### src/hdl/xcr_pkg.sv
`timescale 1ns / 1ps

package xcr_pkg;

  typedef enum logic [2:0] {
    PH_START,
    PH_BLK,
    PH_INV,
    PH_DATA,
    PH_CRC1,
    PH_CRC2
  } phase_t;

  typedef enum logic [2:0] {
    V_NONE,
    V_COMMIT,
    V_DUP,
    V_REJECT,
    V_END
  } verdict_t;

  typedef enum logic [1:0] {
    ST_IDLE,
    ST_RECV,
    ST_DONE,
    ST_ABORT
  } status_t;

  localparam logic [7:0]  CH_SOH    = 8'h01;
  localparam logic [7:0]  CH_STX    = 8'h02;
  localparam logic [7:0]  CH_EOT    = 8'h04;
  localparam logic [7:0]  CH_ACK    = 8'h06;
  localparam logic [7:0]  CH_NAK    = 8'h15;
  localparam logic [7:0]  CH_CAN    = 8'h18;
  localparam logic [7:0]  BLK_SUM   = 8'hFF;
  localparam logic [10:0] SHORT_LEN = 11'd128;
  localparam logic [10:0] LONG_LEN  = 11'd1024;
  localparam logic [15:0] CRC_POLY  = 16'h1021;

  typedef struct packed {
    logic       reply_valid;
    logic [7:0] reply_byte;
    logic       payload_valid;
    logic [7:0] payload_byte;
    logic [9:0] payload_offset;
    verdict_t   verdict;
    logic       packet_is_long;
    status_t    transfer_status;
  } result_t;

endpackage

### src/hdl/xcr_crc16.sv
`timescale 1ns / 1ps

module xcr_crc16 (
  input  logic [15:0] crc_in,
  input  logic [7:0]  data_in,
  output logic [15:0] crc_out
);
  import xcr_pkg::*;

  logic [15:0] c;

  // msb-first crc-16, one byte per pass
  always_comb begin
    c = crc_in ^ {data_in, 8'h00};
    for (int i = 0; i < 8; i++) begin
      if (c[15]) begin
        c = {c[14:0], 1'b0} ^ CRC_POLY;
      end else begin
        c = {c[14:0], 1'b0};
      end
    end
    crc_out = c;
  end

endmodule

### src/hdl/xcr_fsm.sv
`timescale 1ns / 1ps

module xcr_fsm (
  input  logic             clk,
  input  logic             rst_n,
  input  logic             step_en,
  input  logic [7:0]       rx_byte,
  output xcr_pkg::result_t res
);
  import xcr_pkg::*;

  phase_t      phase_r, phase_nxt;
  logic        long_r, long_nxt;
  logic [7:0]  block_r, block_nxt;
  logic [7:0]  expected_r, expected_nxt;
  logic [10:0] count_r, count_nxt;
  logic [15:0] crc_r, crc_nxt;
  logic [7:0]  crc_high_r, crc_high_nxt;
  logic [1:0]  cancel_r, cancel_nxt;
  status_t     status_r, status_nxt;

  logic [15:0] crc_upd;
  logic [7:0]  blk_sum;
  logic [10:0] count_inc;
  logic [1:0]  cancel_inc;

  xcr_crc16 u_crc (
    .crc_in  (crc_r),
    .data_in (rx_byte),
    .crc_out (crc_upd)
  );

  assign blk_sum    = block_r + rx_byte;
  assign count_inc  = count_r + 11'd1;
  assign cancel_inc = cancel_r + 2'd1;

  always_ff @(posedge clk) begin
    if (!rst_n) begin
      phase_r    <= PH_START;
      long_r     <= 1'b0;
      block_r    <= 8'd0;
      expected_r <= 8'd1;
      count_r    <= 11'd0;
      crc_r      <= 16'd0;
      crc_high_r <= 8'd0;
      cancel_r   <= 2'd0;
      status_r   <= ST_IDLE;
    end else if (step_en) begin
      phase_r    <= phase_nxt;
      long_r     <= long_nxt;
      block_r    <= block_nxt;
      expected_r <= expected_nxt;
      count_r    <= count_nxt;
      crc_r      <= crc_nxt;
      crc_high_r <= crc_high_nxt;
      cancel_r   <= cancel_nxt;
      status_r   <= status_nxt;
    end
  end

  always_comb begin
    phase_nxt    = phase_r;
    long_nxt     = long_r;
    block_nxt    = block_r;
    expected_nxt = expected_r;
    count_nxt    = count_r;
    crc_nxt      = crc_r;
    crc_high_nxt = crc_high_r;
    cancel_nxt   = cancel_r;
    status_nxt   = status_r;

    res                = '0;
    res.verdict        = V_NONE;
    res.transfer_status = ST_IDLE;

    case (phase_r)
      PH_START: begin
        if (rx_byte == CH_SOH || rx_byte == CH_STX) begin
          long_nxt   = (rx_byte == CH_STX);
          status_nxt = ST_RECV;
          phase_nxt  = PH_BLK;
          cancel_nxt = 2'd0;
        end else if (rx_byte == CH_EOT) begin
          res.reply_valid = 1'b1;
          res.reply_byte  = CH_ACK;
          res.verdict     = V_END;
          status_nxt      = ST_DONE;
          cancel_nxt      = 2'd0;
        end else if (rx_byte == CH_CAN) begin
          if (cancel_inc >= 2'd2) begin
            status_nxt = ST_ABORT;
            cancel_nxt = 2'd0;
          end else begin
            status_nxt = ST_IDLE;
            cancel_nxt = cancel_inc;
          end
        end else begin
          status_nxt = ST_IDLE;
          cancel_nxt = 2'd0;
        end
      end
      PH_BLK: begin
        block_nxt = rx_byte;
        phase_nxt = PH_INV;
      end
      PH_INV: begin
        if (blk_sum != BLK_SUM) begin
          res.reply_valid = 1'b1;
          res.reply_byte  = CH_NAK;
          phase_nxt       = PH_START;
        end else begin
          count_nxt = 11'd0;
          crc_nxt   = 16'd0;
          phase_nxt = PH_DATA;
        end
      end
      PH_DATA: begin
        res.payload_valid  = 1'b1;
        res.payload_byte   = rx_byte;
        res.payload_offset = count_r[9:0];
        crc_nxt            = crc_upd;
        count_nxt          = count_inc;
        if (count_inc >= (long_r ? LONG_LEN : SHORT_LEN)) begin
          phase_nxt = PH_CRC1;
        end
      end
      PH_CRC1: begin
        crc_high_nxt = rx_byte;
        phase_nxt    = PH_CRC2;
      end
      PH_CRC2: begin
        res.reply_valid = 1'b1;
        if ({crc_high_r, rx_byte} != crc_r) begin
          res.reply_byte = CH_NAK;
          res.verdict    = V_REJECT;
        end else if (block_r == expected_r) begin
          res.reply_byte = CH_ACK;
          res.verdict    = V_COMMIT;
          expected_nxt   = expected_r + 8'd1;
        end else if (block_r == expected_r - 8'd1) begin
          res.reply_byte = CH_ACK;
          res.verdict    = V_DUP;
        end else begin
          res.reply_byte = CH_NAK;
          res.verdict    = V_REJECT;
        end
        phase_nxt = PH_START;
      end
      default: begin
        phase_nxt = PH_START;
      end
    endcase

    res.packet_is_long  = long_nxt;
    res.transfer_status = status_nxt;
  end

endmodule

### src/hdl/xmodem_crc_receiver_top.sv
`timescale 1ns / 1ps
// pipeline: an accepted byte goes into the input register and its result then into the
// result register, which drives out_valid
// throughput: one byte per cycle unless out_ready stalls a held result; the receive state
// and the byte-wide crc update advance together as a byte moves from input to result register
// reset: synchronous active-low rst_n; empties both registers, returns the receiver
// to waiting for a start byte with expected block 1 and status idle

module xmodem_crc_receiver_top (
  input  logic       clk,
  input  logic       rst_n,
  input  logic       in_valid,
  output logic       in_ready,
  input  logic [7:0] in_rx_byte,
  output logic       out_valid,
  input  logic       out_ready,
  output logic       out_reply_valid,
  output logic [7:0] out_reply_byte,
  output logic       out_payload_valid,
  output logic [7:0] out_payload_byte,
  output logic [9:0] out_payload_offset,
  output logic [2:0] out_verdict,
  output logic       out_packet_is_long,
  output logic [1:0] out_transfer_status
);
  import xcr_pkg::*;

  logic       s1_valid_r, s1_valid_nxt;
  logic [7:0] s1_byte_r;
  logic       out_valid_r, out_valid_nxt;
  result_t    out_r;
  result_t    step_res;
  logic       adv;
  logic       in_acc;

  assign adv      = s1_valid_r && (!out_valid_r || out_ready);
  assign in_ready = !s1_valid_r || adv;
  assign in_acc   = in_valid && in_ready;

  always_comb begin
    s1_valid_nxt  = in_acc ? 1'b1 : (adv ? 1'b0 : s1_valid_r);
    out_valid_nxt = adv ? 1'b1 : (out_ready ? 1'b0 : out_valid_r);
  end

  xcr_fsm u_fsm (
    .clk     (clk),
    .rst_n   (rst_n),
    .step_en (adv),
    .rx_byte (s1_byte_r),
    .res     (step_res)
  );

  always_ff @(posedge clk) begin
    if (!rst_n) begin
      s1_valid_r  <= 1'b0;
      out_valid_r <= 1'b0;
    end else begin
      s1_valid_r  <= s1_valid_nxt;
      out_valid_r <= out_valid_nxt;
    end
  end

  always_ff @(posedge clk) begin
    if (in_acc) begin
      s1_byte_r <= in_rx_byte;
    end
    if (adv) begin
      out_r <= step_res;
    end
  end

  assign out_valid           = out_valid_r;
  assign out_reply_valid     = out_r.reply_valid;
  assign out_reply_byte      = out_r.reply_byte;
  assign out_payload_valid   = out_r.payload_valid;
  assign out_payload_byte    = out_r.payload_byte;
  assign out_payload_offset  = out_r.payload_offset;
  assign out_verdict         = out_r.verdict;
  assign out_packet_is_long  = out_r.packet_is_long;
  assign out_transfer_status = out_r.transfer_status;

  a_reply_code: assert property (@(posedge clk) disable iff (!rst_n)
    out_valid_r && out_r.reply_valid |->
      (out_r.reply_byte == CH_ACK || out_r.reply_byte == CH_NAK))
    else $error("reply byte is neither ack nor nak");

  a_payload_alone: assert property (@(posedge clk) disable iff (!rst_n)
    out_valid_r && out_r.payload_valid |->
      (!out_r.reply_valid && out_r.verdict == V_NONE && out_r.transfer_status == ST_RECV))
    else $error("payload item carries a reply or verdict");

  a_commit_ack: assert property (@(posedge clk) disable iff (!rst_n)
    out_valid_r && (out_r.verdict == V_COMMIT || out_r.verdict == V_DUP
      || out_r.verdict == V_END) |-> (out_r.reply_valid && out_r.reply_byte == CH_ACK))
    else $error("accepting verdict without ack");

  a_stage_hold: assert property (@(posedge clk) disable iff (!rst_n)
    s1_valid_r && !adv |=> s1_valid_r && $stable(s1_byte_r))
    else $error("stalled input stage lost its byte");

endmodule
### config.mk
export PLATFORM = sky130hd
export DESIGN_NAME = xmodem_crc_receiver_top
export DESIGN_NICKNAME = d
export VERILOG_FILES = /design/src/hdl/xcr_pkg.sv /design/src/hdl/xcr_crc16.sv /design/src/hdl/xcr_fsm.sv /design/src/hdl/xmodem_crc_receiver_top.sv
export SDC_FILE = /design/constraint.sdc
export NUM_CORES = 1
export LEC_CHECK = 0
export BUFFER_PORTS_ARGS = -buffer_cell sky130_fd_sc_hd__buf_4
export CAP_MARGIN = 20
export CORE_UTILIZATION = 60
export DETAILED_ROUTE_END_ITERATION = 12
export PLACE_DENSITY = 0.77
export SETUP_SLACK_MARGIN = 0.4
export SLEW_MARGIN = 15
export SYNTH_ARGS = -nofsm -noshare
export SYNTH_HDL_FRONTEND = slang
export SYNTH_SLANG_ARGS = --single-unit
### constraint.sdc
create_clock -name clk -period 6.75 [get_ports clk]
set_input_delay 0.3375 -clock clk [delete_from_list [all_inputs] [get_ports clk]]
set_output_delay 0.3375 -clock clk [all_outputs]
set_load 0.05 [all_outputs]
# Yosys cells after proc, flatten, opt, wreduce, memory -nomap -nowiden
# Index checks and enable logic that the tools add are counted.
# W data, S select, Z words.
totals:
  regBits: 103
  inputBits: 12
  out_inout_bits: 36
  word_cells: 116
classes:
  n_addsub: 5
  magnitude_cmp: 2
  n_eq_ne: 16
  muxes: 46
  bitwise_logic: 10
  n_reduce_logical: 17
op_table:
  columns: ["op", "count"]
  rows:
  - ["$mux W13", 8]
  - ["$pmux W16 S2", 1]
  - ["$mux W9", 3]
  - ["$pmux W9 S3", 1]
  - ["$not A3 Y3", 8]
  - ["$mux W11", 2]
  - ["$pmux W11 S2", 1]
  - ["$mux W2", 10]
  - ["$mux W19", 1]
  - ["$mux W3", 6]
  - ["$eq A8 B8 Y1", 2]
  - ["$mux W16", 1]
  - ["$mux W8", 2]
  - ["$ne A16 B16 Y1", 1]
  - ["$xor A16 B16 Y16", 1]
  - ["$pmux W3 S5", 1]
  - ["$add A11 B1 Y11 const B", 1]
  - ["$ge A11 B11 Y1", 1]
  - ["$add A8 B1 Y8 const B", 1]
  - ["$add A8 B8 Y8", 1]
  - ["$eq A8 B1 Y1 const B", 1]
  - ["$eq A8 B2 Y1 const B", 1]
  - ["$eq A8 B3 Y1 const B", 1]
  - ["$eq A8 B5 Y1 const B", 1]
  - ["other kinds (21)", 39]

# Depth between registers and ports, before layout
logic_depth:
  word_depth: 18
  ltp_mapped: 10
  depth_no_buf: 10

# Hierarchy
# Synthesis repeated with hierarchy kept, for this count alone.
hier_totals:
  hier_cells: 567
  hier_area_um2: 5604.1
modules_own_cells:
  columns: ["module", "instances", "cells_per_inst", "area_each_um2", "seq_area_each_um2"]
  rows:
  - ["xcr_fsm", 1, 491, 3843.7, 1181.1]
  - ["xmodem_crc_receiver_top", 1, 51, 1365.1, 1301.2]
  - ["xcr_crc16", 1, 25, 395.4, 0.0]

# Least setup slack after synthesis
# No wires, ideal clock.
synth_path:
  kind: "register -> register"
  from: "reg s1_byte_r[1]"
  to: "reg u_fsm.crc_r[0]"
  setup_time_ps: 128
  arrival_time_ps: 2517
  required_ps: 6622
  setup_slack_ps: 4106
  path_stages_with_launch: 10
  path_buffers: 2
  synth_period_minus_slack_ps: 2644
  cell_sequence: "edfxtp_1 clkbuf_1 inv_1 fa_1 or4b_4 a2111oi_4 nand4_2 buf_2 a31oi_1 nor2_1"
synth_via:
  elab_chain_cells: 4
synth_lines:
  columns: ["item", "line_no", "source"]
  rows:
  - ["from (decl)", "xmodem_crc_receiver_top.sv:29", "logic [7:0] s1_byte_r;"]
  - ["from (signal assigned)", "xmodem_crc_receiver_top.sv:65", "s1_byte_r <= in_rx_byte;"]
  - ["$add A8 B8 Y8", "xcr_fsm.sv:33", "assign blk_sum = block_r + rx_byte;"]
  - ["$ne A8 B8 Y1", "xcr_fsm.sv:107", "if (blk_sum != BLK_SUM) begin"]
  - ["$ne A2 B2 Y1 (no source line)", null, null]
  - ["$reduce_and A3 Y1 (no source line)", null, null]
  - ["to (signal assigned)", "xcr_fsm.sv:54", "crc_r <= crc_nxt;"]
  - ["to (decl)", "xcr_fsm.sv:17", "logic [15:0] crc_r, crc_nxt;"]
# Every way passes these cells.
# A chain may end at the register's enable or synchronous reset.

# Worst setup path after layout
layout_path:
  from: "reg s1_byte_r[0]"
  to: "reg u_fsm.crc_r[15]"
# Same word-level chain as after synthesis.

==> results.py <==
metrics = {
    "clock_network": {
        "cts_tree": "done",
        "clock_latency_ns": 0.38,
        "cts_htree_levels": 3,
        "cts.path.max_buffers": 2,
        "post-cts-setup-buffer-count": 0,
        "cts_resized": 0,
        "cts_root_buffer": "clkbuf_8",
        "clkTransAtPathRegs_ns": 0.09,
        "cts_sinks": 97,
        "numCtsBuffers": 9,
        "hold_buffers": 0,
    },
    "worst_setup_path": {
        "cp_max_fo": 14,
        "crit_arrival_ns": 3.63,
        "cp_top_family": "simple AND/OR/NAND/NOR gates",
        "end_kind": "flip-flop",
        "reg2reg_slack_ns": 3.37,
        "cp_slowest_cell": "edfxtp_1",
        "max_stage_delay_ns": 0.57,
        "start_kind": "flip-flop",
        "path_buf_inv": 1,
        "worstPathRequired_ns": 7.00,
        "cp_cell_sequence": "ha_1 > inv_1 > fa_1 > or4b_4 > a2111oi_4 > nand4_2 > nand2_1 > o22ai_1",
        "crit_type": "reg2reg",
    },
    "floorplanning": {
        "die-area_um2": 8920,
        "io_pins": 48,
        "start_util_pct": 62.1,
        "fp.dieH_um": 94.5,
        "row_count": 33,
        "die-width_um": 94.5,
        "core_area_um2": 8260,
    },
    "sta": {
        "worstMarginPinSlew_ns": 1.09,
        "finalSetupViolCount": 0,
        "period_needed_ns": 3.38,
        "fmax_mhz": 296,
        "timing.slew.headroom_pct": 26.9,
        "rsz0062_at_grt": "false",
        "hold_viol": 0,
        "fin_crit_sh_pct": 50.1,
        "worst_clock_skew_ns": 0.0168,
        "drv_slew": 0,
        "tns_ns": 0,
        "fin_hold_ws_ns": 0.139,
    },
    "placed_design": {
        "dpl.hpwl_mm": 7.83,
        "io_buffers": 43,
        "gp_congestion": 0.917,
        "placed_area_um2": 5420,
    },
    "synth": {
        "synthesis.area_um2": 5130,
        "yosysSeqAreaShare_pct": 44.9,
        "synth_top_cell_area_share_pct": 23.8,
        "synthTopCellsByArea": "dfxtp_1, edfxtp_1, xor2_1, xnor2_1, nor2_1",
        "synth_edf_count": 36,
        "ys_seq_elements": 97,
        "synthCells": 544,
        "yosysTopAreaCell": "dfxtp_1",
        "synth_area_per_cell_um2": 9.43,
        "ys_warn_count": 0,
        "yosysUniqueCellTypes": 63,
        "synth-async-reset-ratio_pct": 0,
        "synth_flop_cell": "dfxtp_1",
    },
    "layout": {
        "final_common_cell": "dfxtp_1",
        "final_cell_area_um2": 5610,
        "antenna_cells": 0,
        "syn_to_final_growth_pct": 9.34,
        "drive_above_1_share_pct": 12.9,
        "final_core_util_pct": 67.9,
        "layout.cells.most_common_list": "dfxtp_1, nor2_1, buf_4",
        "nets": 589,
    },
    "route": {
        "dr.pass1.iters": 5,
        "first_iter_violations": 331,
        "routedWlPerCell_um": 16.6,
        "viasPerCell": 5.96,
        "wl_mm": 11.2,
        "vias": 4009,
        "drt_drc_violations_left": 0,
        "ant_nets": 0,
    },
    "power_and_ir_drop": {
        "power.density_nw_per_um2": 196,
        "p_sw_mw": 0.279,
        "p_seq_share_pct": 57.2,
        "clkPwrFrac_pct": 34.2,
        "p_leak_nw": 2.39,
        "internal_power_mw": 0.818,
        "power_frac_comb_pct": 8.6,
        "peakVddDrop_mv": 0.134,
        "swShare_pct": 25.4,
    },
    "outcome": {
        "status": "completed",
    },
    "worst_hold_path": {
        "hp-class": "in2reg",
    },
    "global_routing": {
        "grt_max_degree": 43,
        "grt_use_total_pct": 26.1,
        "grt_pass1_vias": 3535,
        "gr-total-overflow": 0,
        "grt_pass1_wl_mm": 17.5,
        "antenna_found_initial": 0,
    },
    "flow_run": {
        "drv_cap": 0,
    },
}
flip-flops by register name (all words and copies together) (netlist names):
register             flops
u_fsm.crc_high_r         8
u_fsm.block_r            8
out_transfer_status      2
u_fsm.expected_r         8
out_payload_valid        1
u_fsm.long_r             1
out_payload_byte         8
s1_byte_r                8
u_fsm.phase_r            3
u_fsm.cancel_r           2
out_payload_offset      10
out_reply_byte           3
u_fsm.count_r           11
out_verdict              3
out_valid                1
out_packet_is_long       1
s1_valid_r               1
u_fsm.crc_r             16
u_fsm.status_r           2
cells by family (layout without fill, tap and decap cells):
group,count (synthesis),in the layout,share of synthesized area [%]
other,1,4,0.0731
muxes,16,16,3.12
buffers and inverters,60,81,5.17
adders and majority gates,14,14,3.56
AOI/OAI and AO/OA,85,85,11.2
DFF,97,97,44.9
xor gates and xnor gates,64,64,10.9
and+or+nand+nor,207,207,21.1
power groups by stage:
| stage | sequential [mW] | combinational [mW] | clock (mW) |
|---|---|---|---|
| after floorplan | 0.658 | 0.0521 | 0 |
| after global placement | 0.640 | 0.0926 | 0 |
| after detailed placement | 0.641 | 0.0935 | 0 |
| after CTS | 0.628 | 0.0938 | 0.380 |
| after global routing | 0.629 | 0.0997 | 0.401 |
| final | 0.628 | 0.0939 | 0.376 |
area by class of cell:
class,instances,area [um^2]
timing repair buffer,44,330
multi-input combinational,390,2570
inverter,21,78.8
clock buffer,10,128
tap,105,131
fill,655,2650
sequential,97,2300
clock inverter,6,65.1
worst register-to-register path: stages (launching register included):
cell	delay [ns]
edfxtp_1	0.57
ha_1	0.29
inv_1	0.07
fa_1	0.40
or4b_4	0.55
a2111oi_4	0.24
nand4_2	0.44
nand2_1	0.55
o22ai_1	0.16
cells in the mapped netlist (6+ instances only):
| master | n |
|---|---|
| clkbuf_1 | 24 |
| dfxtp_1 | 61 |
| nor3_1 | 11 |
| buf_4 | 7 |
| nand4_1 | 15 |
| xnor2_1 | 31 |
| edfxtp_1 | 36 |
| nand3_1 | 26 |
| nor4_1 | 7 |
| o22ai_1 | 10 |
| a21oi_1 | 29 |
| o21ai_0 | 10 |
| mux2i_1 | 16 |
| ha_1 | 13 |
| nor2_1 | 51 |
| nor2b_1 | 6 |
| xor2_1 | 33 |
| inv_1 | 19 |
| nand2_1 | 41 |
| a21o_1 | 6 |
| and3_1 | 21 |
per-layer routing:
layer  vias to the layer above  GRT usage (%)  share of wire (%)
li1                       1954              -                  -
met1                      1863           36.4                 46
met2                       174           39.5                 44
met3                        18           4.83                7.5
met4                         0           11.4                2.1
met5                         -              0                  0
path summary, 6_finish.rpt:
path	from	to	depth (start not counted)
max	s1_byte_r[0]	u_fsm.crc_r[15]	8
min	in_rx_byte[2]	s1_byte_r[2]	1
max reg2reg	s1_byte_r[0]	u_fsm.crc_r[15]	8
min reg2reg	u_fsm.cancel_r[1]	u_fsm.cancel_r[1]	2
stage by stage:
step / power [mW] / setup WS [ns] / instances
after floorplan: 0.710 / 4.11 / 547
after global placement: 0.733 / 3.51 / 657
final: 1.10 / 3.37 / 673
after CTS: 1.10 / 3.40 / 673
after global routing: 1.13 / 3.19 / 673
after detailed placement: 0.735 / 3.40 / 657
Note: power is estimated with default switching activity, not from simulation.
